===== src/hw/rtl/pmst_pkg.sv =====
package pmst_pkg;

  localparam int MAX_VERTICES = 16;
  localparam int MAX_EDGES    = 64;
  localparam int WEIGHT_LIMIT = 10000000;

  localparam int VERTEX_W = $clog2(MAX_VERTICES);
  localparam int COUNT_W  = $clog2(MAX_VERTICES + 1);
  localparam int CFG_W    = 5;
  localparam int WEIGHT_W = 24;
  localparam int ADDR_W   = $clog2(MAX_EDGES);
  localparam int FILL_W   = $clog2(MAX_EDGES + 1);

  localparam logic [1:0] CMD_ADD   = 2'd0;
  localparam logic [1:0] CMD_BUILD = 2'd1;
  localparam logic [1:0] CMD_CLEAR = 2'd2;

  localparam logic [1:0] STATUS_EDGE   = 2'd0;
  localparam logic [1:0] STATUS_SINGLE = 2'd1;
  localparam logic [1:0] STATUS_BAD    = 2'd2;
  localparam logic [1:0] STATUS_DISCON = 2'd3;

  typedef enum logic [2:0] {
    ST_IDLE,
    ST_CHECK,
    ST_ROUND,
    ST_SCAN,
    ST_DRAIN,
    ST_DECIDE
  } pmst_state_t;

  typedef struct packed {
    logic [VERTEX_W-1:0] a;
    logic [VERTEX_W-1:0] b;
    logic [WEIGHT_W-1:0] w;
  } edge_rec_t;

  typedef struct packed {
    logic       add;
    logic       clear;
    logic       latch_start;
    logic       init_build;
    logic       round_start;
    logic       scan;
    logic       commit;
    logic       emit_status;
    logic [1:0] status_code;
  } pmst_cmd_t;

  typedef struct packed {
    logic single;
    logic bad_start;
    logic fill_empty;
    logic scan_last;
    logic found;
    logic tree_done;
  } pmst_stat_t;

endpackage


===== src/hw/rtl/prim_minimum_spanning_tree.sv =====
// add edge and clear are handled in idle; busy stays low, so they go back to back
// build: a start-vertex check, then per joined vertex one pass over the edge store
// (round start, a scan of every stored edge, a drain step and a decision)
// each result shows in the cycle after its decision, for one cycle only; no stall
// synchronous reset: vertex_count 16, edge store empty, joined flags clear;
// stored edge contents are not cleared
module prim_minimum_spanning_tree
  import pmst_pkg::*;
(
  input  logic                clk,
  input  logic                rst,
  // command transaction
  input  logic                start,
  output logic                busy,
  input  logic [1:0]          cmd,
  input  logic [VERTEX_W-1:0] vertex_a,
  input  logic [VERTEX_W-1:0] vertex_b,
  input  logic [WEIGHT_W-1:0] weight,
  // vertex count register
  input  logic                vertex_count_we,
  input  logic [CFG_W-1:0]    vertex_count_wdata,
  // result transactions
  output logic                result_valid,
  output logic [VERTEX_W-1:0] edge_from,
  output logic [VERTEX_W-1:0] edge_to,
  output logic [WEIGHT_W-1:0] edge_weight,
  output logic [1:0]          status,
  output logic                last
);

  // controller drives commands, datapath reports status
  pmst_cmd_t  ctl;
  pmst_stat_t stat;

  // sequencer: idle, start-vertex check, then per round a full edge sweep
  // followed by a decision that either joins the best vertex or flags
  // a disconnected graph
  pmst_ctrl u_ctrl (
    .clk   (clk),
    .rst   (rst),
    .start (start),
    .cmd   (cmd),
    .stat  (stat),
    .ctl   (ctl),
    .busy  (busy)
  );

  // edge store, joined flags, join ranks and the running best edge;
  // one sweep per round compares weight first, then the join rank of the
  // joined endpoint, and keeps the earlier edge on a full tie
  pmst_datapath u_datapath (
    .clk                (clk),
    .rst                (rst),
    .ctl                (ctl),
    .stat               (stat),
    .vertex_a           (vertex_a),
    .vertex_b           (vertex_b),
    .weight             (weight),
    .vertex_count_we    (vertex_count_we),
    .vertex_count_wdata (vertex_count_wdata),
    .result_valid       (result_valid),
    .edge_from          (edge_from),
    .edge_to            (edge_to),
    .edge_weight        (edge_weight),
    .status             (status),
    .last               (last)
  );

endmodule


===== src/hw/rtl/pmst_ctrl.sv =====
module pmst_ctrl
  import pmst_pkg::*;
(
  input  logic       clk,
  input  logic       rst,
  input  logic       start,
  input  logic [1:0] cmd,
  input  pmst_stat_t stat,
  output pmst_cmd_t  ctl,
  output logic       busy
);

  pmst_state_t state, state_next;

  always_ff @(posedge clk) begin
    if (rst) begin
      state <= ST_IDLE;
    end else begin
      state <= state_next;
    end
  end

  always_comb begin
    state_next      = state;
    ctl             = '0;
    ctl.status_code = STATUS_EDGE;
    busy            = 1'b1;
    unique case (state)
      ST_IDLE: begin
        busy = 1'b0;
        if (start) begin
          unique case (cmd)
            CMD_ADD: begin
              ctl.add = 1'b1;
            end
            CMD_CLEAR: begin
              ctl.clear = 1'b1;
            end
            CMD_BUILD: begin
              ctl.latch_start = 1'b1;
              state_next      = ST_CHECK;
            end
            default: begin
            end
          endcase
        end
      end
      ST_CHECK: begin
        priority if (stat.single) begin
          ctl.emit_status = 1'b1;
          ctl.status_code = STATUS_SINGLE;
          state_next      = ST_IDLE;
        end else if (stat.bad_start) begin
          ctl.emit_status = 1'b1;
          ctl.status_code = STATUS_BAD;
          state_next      = ST_IDLE;
        end else begin
          ctl.init_build = 1'b1;
          state_next     = ST_ROUND;
        end
      end
      ST_ROUND: begin
        ctl.round_start = 1'b1;
        if (stat.fill_empty) begin
          ctl.emit_status = 1'b1;
          ctl.status_code = STATUS_DISCON;
          state_next      = ST_IDLE;
        end else begin
          state_next = ST_SCAN;
        end
      end
      ST_SCAN: begin
        ctl.scan = 1'b1;
        if (stat.scan_last) begin
          state_next = ST_DRAIN;
        end
      end
      ST_DRAIN: begin
        state_next = ST_DECIDE;
      end
      ST_DECIDE: begin
        if (!stat.found) begin
          ctl.emit_status = 1'b1;
          ctl.status_code = STATUS_DISCON;
          state_next      = ST_IDLE;
        end else begin
          ctl.commit = 1'b1;
          state_next = stat.tree_done ? ST_IDLE : ST_ROUND;
        end
      end
      default: begin
        state_next = ST_IDLE;
      end
    endcase
  end

endmodule


===== src/hw/rtl/pmst_datapath.sv =====
module pmst_datapath
  import pmst_pkg::*;
(
  input  logic                clk,
  input  logic                rst,
  input  pmst_cmd_t           ctl,
  output pmst_stat_t          stat,
  input  logic [VERTEX_W-1:0] vertex_a,
  input  logic [VERTEX_W-1:0] vertex_b,
  input  logic [WEIGHT_W-1:0] weight,
  input  logic                vertex_count_we,
  input  logic [CFG_W-1:0]    vertex_count_wdata,
  output logic                result_valid,
  output logic [VERTEX_W-1:0] edge_from,
  output logic [VERTEX_W-1:0] edge_to,
  output logic [WEIGHT_W-1:0] edge_weight,
  output logic [1:0]          status,
  output logic                last
);

  logic [CFG_W-1:0]        vertex_count;
  logic [COUNT_W-1:0]      n_active;
  logic [FILL_W-1:0]       fill;
  logic [FILL_W-1:0]       fill_m1;
  logic                    add_ok;
  edge_rec_t               store [MAX_EDGES];
  edge_rec_t               rd_data;
  logic                    rd_valid;
  logic [ADDR_W-1:0]       scan_idx;
  logic [VERTEX_W-1:0]     start_v;
  logic [MAX_VERTICES-1:0] joined;
  logic [VERTEX_W-1:0]     join_rank [MAX_VERTICES];
  logic [COUNT_W-1:0]      total;

  logic                    found;
  logic [VERTEX_W-1:0]     best_from;
  logic [VERTEX_W-1:0]     best_to;
  logic [WEIGHT_W-1:0]     best_w;
  logic [VERTEX_W-1:0]     best_rank;

  logic                    ja, jb, cand, other_ok, better, take;
  logic [VERTEX_W-1:0]     v_sel, other_sel, rank_v;

  // clamp the configured count to one..MAX_VERTICES
  always_comb begin
    priority if (vertex_count == '0) begin
      n_active = COUNT_W'(1);
    end else if (COUNT_W'(vertex_count) > COUNT_W'(MAX_VERTICES)) begin
      n_active = COUNT_W'(MAX_VERTICES);
    end else begin
      n_active = COUNT_W'(vertex_count);
    end
  end

  assign add_ok = (COUNT_W'(vertex_a) < n_active) && (COUNT_W'(vertex_b) < n_active)
                  && (weight != '0) && (weight < WEIGHT_W'(WEIGHT_LIMIT))
                  && (fill < FILL_W'(MAX_EDGES));

  assign fill_m1 = fill - FILL_W'(1);

  assign stat.single     = (n_active == COUNT_W'(1));
  assign stat.bad_start  = (COUNT_W'(start_v) >= n_active);
  assign stat.fill_empty = (fill == '0);
  assign stat.scan_last  = (FILL_W'(scan_idx) == fill_m1);
  assign stat.found      = found;
  assign stat.tree_done  = ((total + COUNT_W'(1)) == n_active);

  always_ff @(posedge clk) begin
    if (rst) begin
      vertex_count <= CFG_W'(MAX_VERTICES);
      fill         <= '0;
    end else begin
      if (vertex_count_we) begin
        vertex_count <= vertex_count_wdata;
      end
      if (ctl.clear) begin
        fill <= '0;
      end else if (ctl.add && add_ok) begin
        fill <= fill + FILL_W'(1);
      end
    end
  end

  // edge store
  always_ff @(posedge clk) begin
    if (ctl.add && add_ok) begin
      store[fill[ADDR_W-1:0]] <= '{a: vertex_a, b: vertex_b, w: weight};
    end
  end

  always_ff @(posedge clk) begin
    if (ctl.scan) begin
      rd_data <= store[scan_idx];
    end
  end

  always_ff @(posedge clk) begin
    if (rst) begin
      rd_valid <= 1'b0;
    end else begin
      rd_valid <= ctl.scan;
    end
  end

  always_ff @(posedge clk) begin
    if (ctl.round_start) begin
      scan_idx <= '0;
    end else if (ctl.scan) begin
      scan_idx <= scan_idx + ADDR_W'(1);
    end
  end

  // candidate: exactly one endpoint joined, other endpoint in range
  always_comb begin
    ja        = joined[rd_data.a];
    jb        = joined[rd_data.b];
    cand      = ja ^ jb;
    v_sel     = ja ? rd_data.a : rd_data.b;
    other_sel = ja ? rd_data.b : rd_data.a;
    other_ok  = COUNT_W'(other_sel) < n_active;
    rank_v    = join_rank[v_sel];
    better    = !found || (rd_data.w < best_w)
                || ((rd_data.w == best_w) && (rank_v < best_rank));
    take      = rd_valid && cand && other_ok && better;
  end

  always_ff @(posedge clk) begin
    if (ctl.latch_start) begin
      start_v <= vertex_a;
    end
  end

  always_ff @(posedge clk) begin
    if (rst) begin
      found  <= 1'b0;
      joined <= '0;
      total  <= '0;
    end else begin
      if (ctl.round_start) begin
        found <= 1'b0;
      end else if (take) begin
        found <= 1'b1;
      end
      if (ctl.init_build) begin
        joined <= MAX_VERTICES'(1) << start_v;
        total  <= COUNT_W'(1);
      end else if (ctl.commit) begin
        joined[best_to] <= 1'b1;
        total           <= total + COUNT_W'(1);
      end
    end
  end

  always_ff @(posedge clk) begin
    if (ctl.init_build) begin
      join_rank[start_v] <= '0;
    end else if (ctl.commit) begin
      join_rank[best_to] <= total[VERTEX_W-1:0];
    end
  end

  always_ff @(posedge clk) begin
    if (take) begin
      best_from <= v_sel;
      best_to   <= other_sel;
      best_w    <= rd_data.w;
      best_rank <= rank_v;
    end
  end

  // result register
  always_ff @(posedge clk) begin
    if (rst) begin
      result_valid <= 1'b0;
    end else begin
      result_valid <= ctl.emit_status || ctl.commit;
    end
  end

  always_ff @(posedge clk) begin
    if (ctl.emit_status) begin
      edge_from   <= '0;
      edge_to     <= '0;
      edge_weight <= '0;
      status      <= ctl.status_code;
      last        <= 1'b1;
    end else if (ctl.commit) begin
      edge_from   <= best_from;
      edge_to     <= best_to;
      edge_weight <= best_w;
      status      <= STATUS_EDGE;
      last        <= stat.tree_done;
    end
  end

endmodule

===== config.mk =====
export PLATFORM = sky130hd
export DESIGN_NAME = prim_minimum_spanning_tree
export DESIGN_NICKNAME = d
export VERILOG_FILES = /design/src/hw/rtl/pmst_pkg.sv /design/src/hw/rtl/prim_minimum_spanning_tree.sv /design/src/hw/rtl/pmst_ctrl.sv /design/src/hw/rtl/pmst_datapath.sv
export SDC_FILE = /design/constraint.sdc
export NUM_CORES = 2
export LEC_CHECK = 0
export ABC_CLOCK_PERIOD_IN_PS = 16200
export BUFFER_PORTS_ARGS = -buffer_cell sky130_fd_sc_hd__buf_2
export CAP_MARGIN = 20
export CORE_UTILIZATION = 60
export DETAILED_ROUTE_END_ITERATION = 12
export PLACE_DENSITY = 0.73
export SETUP_SLACK_MARGIN = 0.3
export SKIP_CTS_REPAIR_TIMING = 1
export SYNTH_ARGS = -nofsm -noshare
export SYNTH_HDL_FRONTEND = slang
export SYNTH_SLANG_ARGS = --single-unit

===== constraint.sdc =====
create_clock -name clk -period 16.2 [get_ports clk]
set_input_delay 2.43 -clock clk [delete_from_list [all_inputs] [get_ports clk]]
set_output_delay 2.43 -clock clk [all_outputs]
set_load 0.005 [all_outputs]

# Word-level counts from Yosys, hierarchy flattened

Memory sizes are Yosys's and may differ from the RTL's. A register that Yosys moved wholly into a read port is not among the register bits.
Index checks and enable logic that the tools add are counted.

Bits in registers: 120
Bits in writable memories: 2112
Input bits: 43
Output and inout bits: 37
Logic and storage cells: 135
Memories: 2

Memories:

| memory               | words | bits a word | read ports | clocked after memory_dff | wr ports | line                | text |
|---|---|---|---|---|---|---|---|
| u_datapath.store     | 64    | 32          | 1          | 1                        | 1        | pmst_datapath.sv:26 | `edge_rec_t store [MAX_EDGES];` |
| u_datapath.join_rank | 16    | 4           | 1          | 0                        | 1        | pmst_datapath.sv:32 | `logic [VERTEX_W-1:0] join_rank [MAX_VERTICES];` |

Add/subtract/negate cells: 4
Order comparisons: 13
Equal/unequal tests: 14
Shifts and indexed selects: 1
Muxes and demuxes: 53
Bitwise operators: 2
Reduce and logical (&&, ||, !) cells: 26

Operators by type and width:

| kind                                                                         | count |
|---|---|
| 16-bit two-way mux                                                           | 2 |
| 3-bit two-way mux                                                            | 10 |
| 24-bit == test                                                               | 1 |
| 24-bit less-than comparator                                                  | 1 |
| 24-bit less-than comparator, second input constant                           | 1 |
| 1-bit two-way mux                                                            | 24 |
| 24-bit nonzero test                                                          | 1 |
| 3-bit one-hot mux with 6 select lines                                        | 1 |
| 4-bit two-way mux                                                            | 4 |
| 16-bit bitwise OR                                                            | 1 |
| 1-bit by 4-bit << shifter with 16-bit output, first input constant           | 1 |
| 4-bit by 5-bit less-than comparator with 1-bit output                        | 3 |
| 4-bit by 5-bit less-than comparator with 1-bit output, second input constant | 3 |
| 2-bit two-way mux                                                            | 6 |
| 1-bit logical AND                                                            | 10 |
| 5-bit two-way mux                                                            | 2 |
| 3-bit one-hot mux with 3 select lines                                        | 1 |
| 1-bit binary-select mux with 4-bit select                                    | 2 |
| 7-bit by 1-bit adder with 7-bit output, second input constant                | 1 |
| 6-bit by 7-bit == test with 1-bit output                                     | 1 |
| 7-bit zero test                                                              | 1 |
| 7-bit less-than comparator, second input constant                            | 1 |
| 7-bit by 1-bit subtractor with 7-bit output, second input constant           | 1 |
| 6-bit by 1-bit adder with 6-bit output, second input constant                | 1 |
| other kinds (24)                                                             | 33 |

# Longest topological paths before layout

Depth in word-level cells: 11
Mapped depth: 20
Depth with buffers taken out: 17

# Modules after synthesis

Synthesis repeated with hierarchy kept, for this count alone.

Cell total of the unflattened synthesis: 3864
Area total of the unflattened synthesis: 87923.1 sq um

Modules (own cells, without submodules):

| module        | instances | cells each | area an instance (sq um) | seq. area each (sq um) |
|---|---|---|---|---|
| pmst_datapath | 1         | 3820       | 87569.0                  | 67144.4 |
| pmst_ctrl     | 1         | 44         | 354.1                    | 60.1 |

# Least setup slack after synthesis

Ideal clock, no wire load.

Path kind: register to register
From: register u_datapath.rd_data[28] (netlist name)
To: register u_datapath.best_from[0] (enable)
Setup time: 0.451 ns
Data arrival time: 5.668 ns
Required time: 15.749 ns
Slack: 10.081 ns
Stages on the path, launching flop included: 19
Buffers on the path: 2
Period minus slack after synthesis: 6.119 ns
Cell sequence: edfxtp_1 -> buf_2 -> mux4_2 -> nand3_1 -> nand2_1 -> o21ai_1 -> buf_2 -> nand2_1 -> and3_1 -> a311o_1 -> a31oi_1 -> ha_1 -> a21oi_1 -> o2111ai_1 -> inv_1 -> nand2_1 -> a31oi_1 -> or4b_1 -> a31oi_1

Word-level cells in the longest chain between the ends: 8

RTL lines:

| item                                      | line                 | text |
|---|---|---|
| 1-bit binary-select mux with 4-bit select | pmst_datapath.sv:115 | `ja = joined[rd_data.a];` |
| 1-bit two-way mux (implied by the code)   | pmst_datapath.sv:115 |  |
| 4-bit two-way mux *                       | pmst_datapath.sv:118 | `v_sel = ja ? rd_data.a : rd_data.b;` |
| memory read 16 x 4 bit *                  | --                   |  |
| named net u_datapath.rank_v[2]            | pmst_datapath.sv:42  | `logic [VERTEX_W-1:0] v_sel, other_sel, rank_v;` |
| 4-bit less-than comparator *              | pmst_datapath.sv:123 | `\|\| ((rd_data.w == best_w) && (rank_v < best_rank));` |
| 1-bit logical AND *                       | pmst_datapath.sv:123 |  |
| 1-bit logical OR *                        | pmst_datapath.sv:123 |  |
| 1-bit logical AND *                       | pmst_datapath.sv:124 | `take = rd_valid && cand && other_ok && better;` |
| named net u_datapath.take                 | pmst_datapath.sv:41  | `logic ja, jb, cand, other_ok, better, take;` |
| end signal, assigned                      | pmst_datapath.sv:164 | `best_from <= v_sel;` |
| end, declared                             | pmst_datapath.sv:36  | `logic [VERTEX_W-1:0] best_from;` |

Mark *: on every way through the listed nets, which the timed path passes. The rest lies on a longest branch. The select of a mux whose other input is x is not followed.
A chain may end at the register's enable or synchronous reset.

# Final worst setup path

From: input vertex_a[1]
To: memory u_datapath.store[62][10] (netlist name) (enable)

Word-level cells in the longest chain between the ends: 8

RTL lines:

| item                                                  | line                             | text |
|---|---|---|
| start, declared                                       | prim_minimum_spanning_tree.sv:16 | `input logic [VERTEX_W-1:0] vertex_a,` |
| 4-bit by 5-bit less-than comparator with 1-bit output | pmst_datapath.sv:55              | `assign add_ok = (COUNT_W'(vertex_a) < n_active) && (COUNT_W'(vertex_b) < n_active)` |
| 1-bit logical AND                                     | pmst_datapath.sv:55              |  |
| 1-bit logical AND (2 in series)                       | pmst_datapath.sv:56              | `&& (weight != '0) && (weight < WEIGHT_W'(WEIGHT_LIMIT))` |
| 1-bit logical AND                                     | pmst_datapath.sv:57              | `&& (fill < FILL_W'(MAX_EDGES));` |
| 1-bit logical AND                                     | pmst_datapath.sv:86              | `if (ctl.add && add_ok) begin` |
| 1-bit two-way mux                                     | pmst_datapath.sv:86              |  |
| 1-bit two-way mux (implied by the code)               | pmst_datapath.sv:87              | `store[fill[ADDR_W-1:0]] <= '{a: vertex_a, b: vertex_b, w: weight};` |
| end, declared                                         | pmst_datapath.sv:26              |  |

Every way passes these cells.

==> results.md <==
* Die area at 147800 µm²
* CTS tree: built
* Util after Layout at about two thirds
* WL final at 207800 µm
* Vias at 41940
* Multi-input logic area at 20060 µm²
* Post-synth top flop: edfxtp_1
* Synth warn at 0
* CORE AREA at 144400 µm²
* Critical path capture point type: flip-flop
* Syn Inst Count at 3904
* # DRC at 0
* Initial DRC Count at 5540
* IO Pins at 80
* Total power at between 10 and 15 mW
* Number of clock sinks at ~2300
* Share of layout cells above drive strength 1 at 29.64%
* Slew margin rel. at between 20 and 25%
* Tcrit/Tclk final at 42.34%
* Initial Utilization at 60.79%
* R2r worst-path depth at 10
* PortBufs at 79
* Final setup violation count at 0
* Seq cells post-synth at between 2000 and 2500
* Critical-path maximum fanout at 66
* Clk root buf: clkbuf_16
* Hold Path Cell Cnt at 2
* Die H at 384.4 µm
* Grt ovf at 0
* CTS max path bufs at 3
* Clock transition at path regs at 60 ps
* CP Class: in -> reg
* First-pass GRT wire length at slightly below 300000 µm
* Syn avg cell area at 22.48 µm²
* Max-cap viol count at 0
* Maximum number of pins on one net before global-route repair at about 120
* Vias in the first global route at 41580
* HP Class: reg -> reg
* FP Rows at 139
* Die Width at 384.4 µm
* H-Tree Depth at 4
* Cell Area, Synth at 87750 µm²
* Post-synthesis sequential area ratio at about three quarters
* Layout net count at 4206
* Slew @ Worst Pin at 1186 ps
* CP startpoint kind: primary input
* Filler Cell Count at between 8000 and 9000
* Library cells used by synthesis at 66
* Worst Setup Slack, final at approximately 9300 ps
* Final Skew at 41.06 ps
* Layout area overhead at 12.26%
* Min cycle time layout at 6860 ps
* Worst hold slack at 452.2 ps
* Final ANT Viol Nets at 0
* Dpl ws at ~8600 ps
* Fmax at 0.1458 GHz
* WP data required at 16650 ps
* WL/cell at 33.52 µm
* Syn_nets at 3991
* Leakage power at around 30 nW
* Final-report max-slew violation count at 0
* EDFF count, synth at 2186
* Final Wtd Congestion at 0.8723
* TritonCTS Buffers at 213
* Via density at 6.764
* Dpl hpwl at between 100000 and 150000 µm
* Status: completed
* Pwr dens at 128.3 nW/µm²
* RSZ-0062 raised after global routing: no
* Post-synth ARST share at 0%
* First-pass iteration count of the detailed router at 8
* Final hold vios at 0
* Arrival time worst endpoint at 7310 ps
* FF/Latch Area at 67220 µm²
* R2R setup slack at around 10000 ps
* Initial antenna violation count at 19
* Worst-skew pair later-pin latency at 840 ps
* GRT Total Usage at 28.65%
* Setup TNS at 0 ps
* Worst VDD drop at 124.3 µV
## cells in the mapped netlist (all sizes together), types with 3 or more instances
master,count,share of area (%)
xnor2,14,0.14
ha,44,0.63
nor3,16,0.11
xor2,13,0.13
o211ai,8,0.068
a311o,4,0.046
nand2b,9,0.064
dfxtp,78,1.8
clkbuf,132,0.56
nand4,15,0.11
o21a,6,0.051
o21ai,33,0.19
or3,8,0.057
or2,7,0.050
a211oi,14,0.12
mux2,5,0.064
nor2,115,0.49
nor2b,9,0.064
buf,65,0.32
or4,3,0.026
o22ai,16,0.11
edfxtp,2186,75
a21o,15,0.13
and3,8,0.057
mux2i,12,0.14
a31o,3,0.030
mux4,682,18
nand2,145,0.62
a22oi,7,0.060
a31oi,12,0.086
and2,31,0.22
nand3b,3,0.026
nand3,26,0.15
inv,53,0.23
nor4,7,0.050
a21oi,73,0.42
## cells in the final DEF, fill, tap and decap left out, types with 16 or more instances in the layout
cell type  instances
clkbuf_1          45
and2_1            31
mux4_2           682
bufinv_16         28
nand3_1           26
clkinv_2          30
clkbuf_16        214
nand2_1          145
ha_1              44
inv_1             51
o21ai_0           27
nor2_4            64
o22ai_1           16
a21oi_1           71
nor2_1            51
edfxtp_1        2186
buf_4             96
clkinv_1          49
buf_2             79
dfxtp_1           72
## cell families (layout without fill, tap and decap cells)
group	count (synthesis)	count (layout)	synth area share (%)
other cells	0	5	0
mux	699	699	17.71
simple gates	408	408	2.149
buf+inv	251	639	1.119
fa+ha+maj	44	44	0.6274
compound gates	211	211	1.541
flops	2264	2264	76.59
xor+xnor	27	27	0.2695
## report_power, final
group          internal, mW  total (mW)  switching (mW)  leakage [nW]
clock                  2.87        5.00            2.13          3.39
combinational         0.568        1.19           0.623          6.41
sequential             6.42        6.44          0.0202          20.2
total                  9.86        12.6            2.78          30.0
## flip-flops by register name, indices dropped and copies added (netlist names)
register and count:
u_datapath.best_rank 4, u_datapath.rd_data 32, u_datapath.status 2, u_datapath.scan_idx 6, u_datapath.fill 7, u_ctrl.state 3, u_datapath.found 1, u_datapath.vertex_count 5
u_datapath.edge_from 4, u_datapath.edge_weight 24, u_datapath.best_to 4, u_datapath.result_valid 1, u_datapath.total 5, u_datapath.edge_to 4, u_datapath.joined 16, u_datapath.last 1
u_datapath.join_rank 64, u_datapath.start_v 4, u_datapath.store 2048, u_datapath.rd_valid 1, u_datapath.best_from 4, u_datapath.best_w 24
## final cells by class
class,instances,area share [%]
well taps,1903,2.417
flip-flops and latches,2264,68.24
diodes,5,0.01270
clock inverters,129,1.485
inverters,54,0.2058
clock buffers,259,5.608
repair buffers,197,1.671
multi-input cells,1389,20.36
## per-stage QoR
stage	cells	cell area [µm²]
after global routing	6195	98500
after global placement	5789	91060
final	6200	98510
after floorplan	3904	87750
after CTS	6180	98110
after detailed placement	5792	91120
## path summary, 6_finish.rpt
kind / from / end
setup / recovery: vertex_a[1] / u_datapath.store[62][10]
hold / removal: u_datapath.edge_weight[22] / u_datapath.edge_weight[22]
setup reg to reg: u_datapath.vertex_count[4] / u_datapath.store[62][10]
hold reg to reg: u_datapath.edge_weight[22] / u_datapath.edge_weight[22]
## layer usage
metal	wire [µm]	GRT usage, %	vias to the layer above
met1	79480	40.91	22340
met2	103600	45.99	2360
met3	19100	5.755	309
li1	-	-	16920
met4	5639	7.709	4
met5	26	0	-
## critical path, stage by stage
cell	delay [ps]
buf_2	80
buf_4	550
ha_1	360
a21o_1	160
a21o_1	190
a221oi_1	500
o211ai_1	440
nor2_1	430
nand3_1	880
nor2_4	1210
Note: power is estimated with default switching activity, not from simulation.
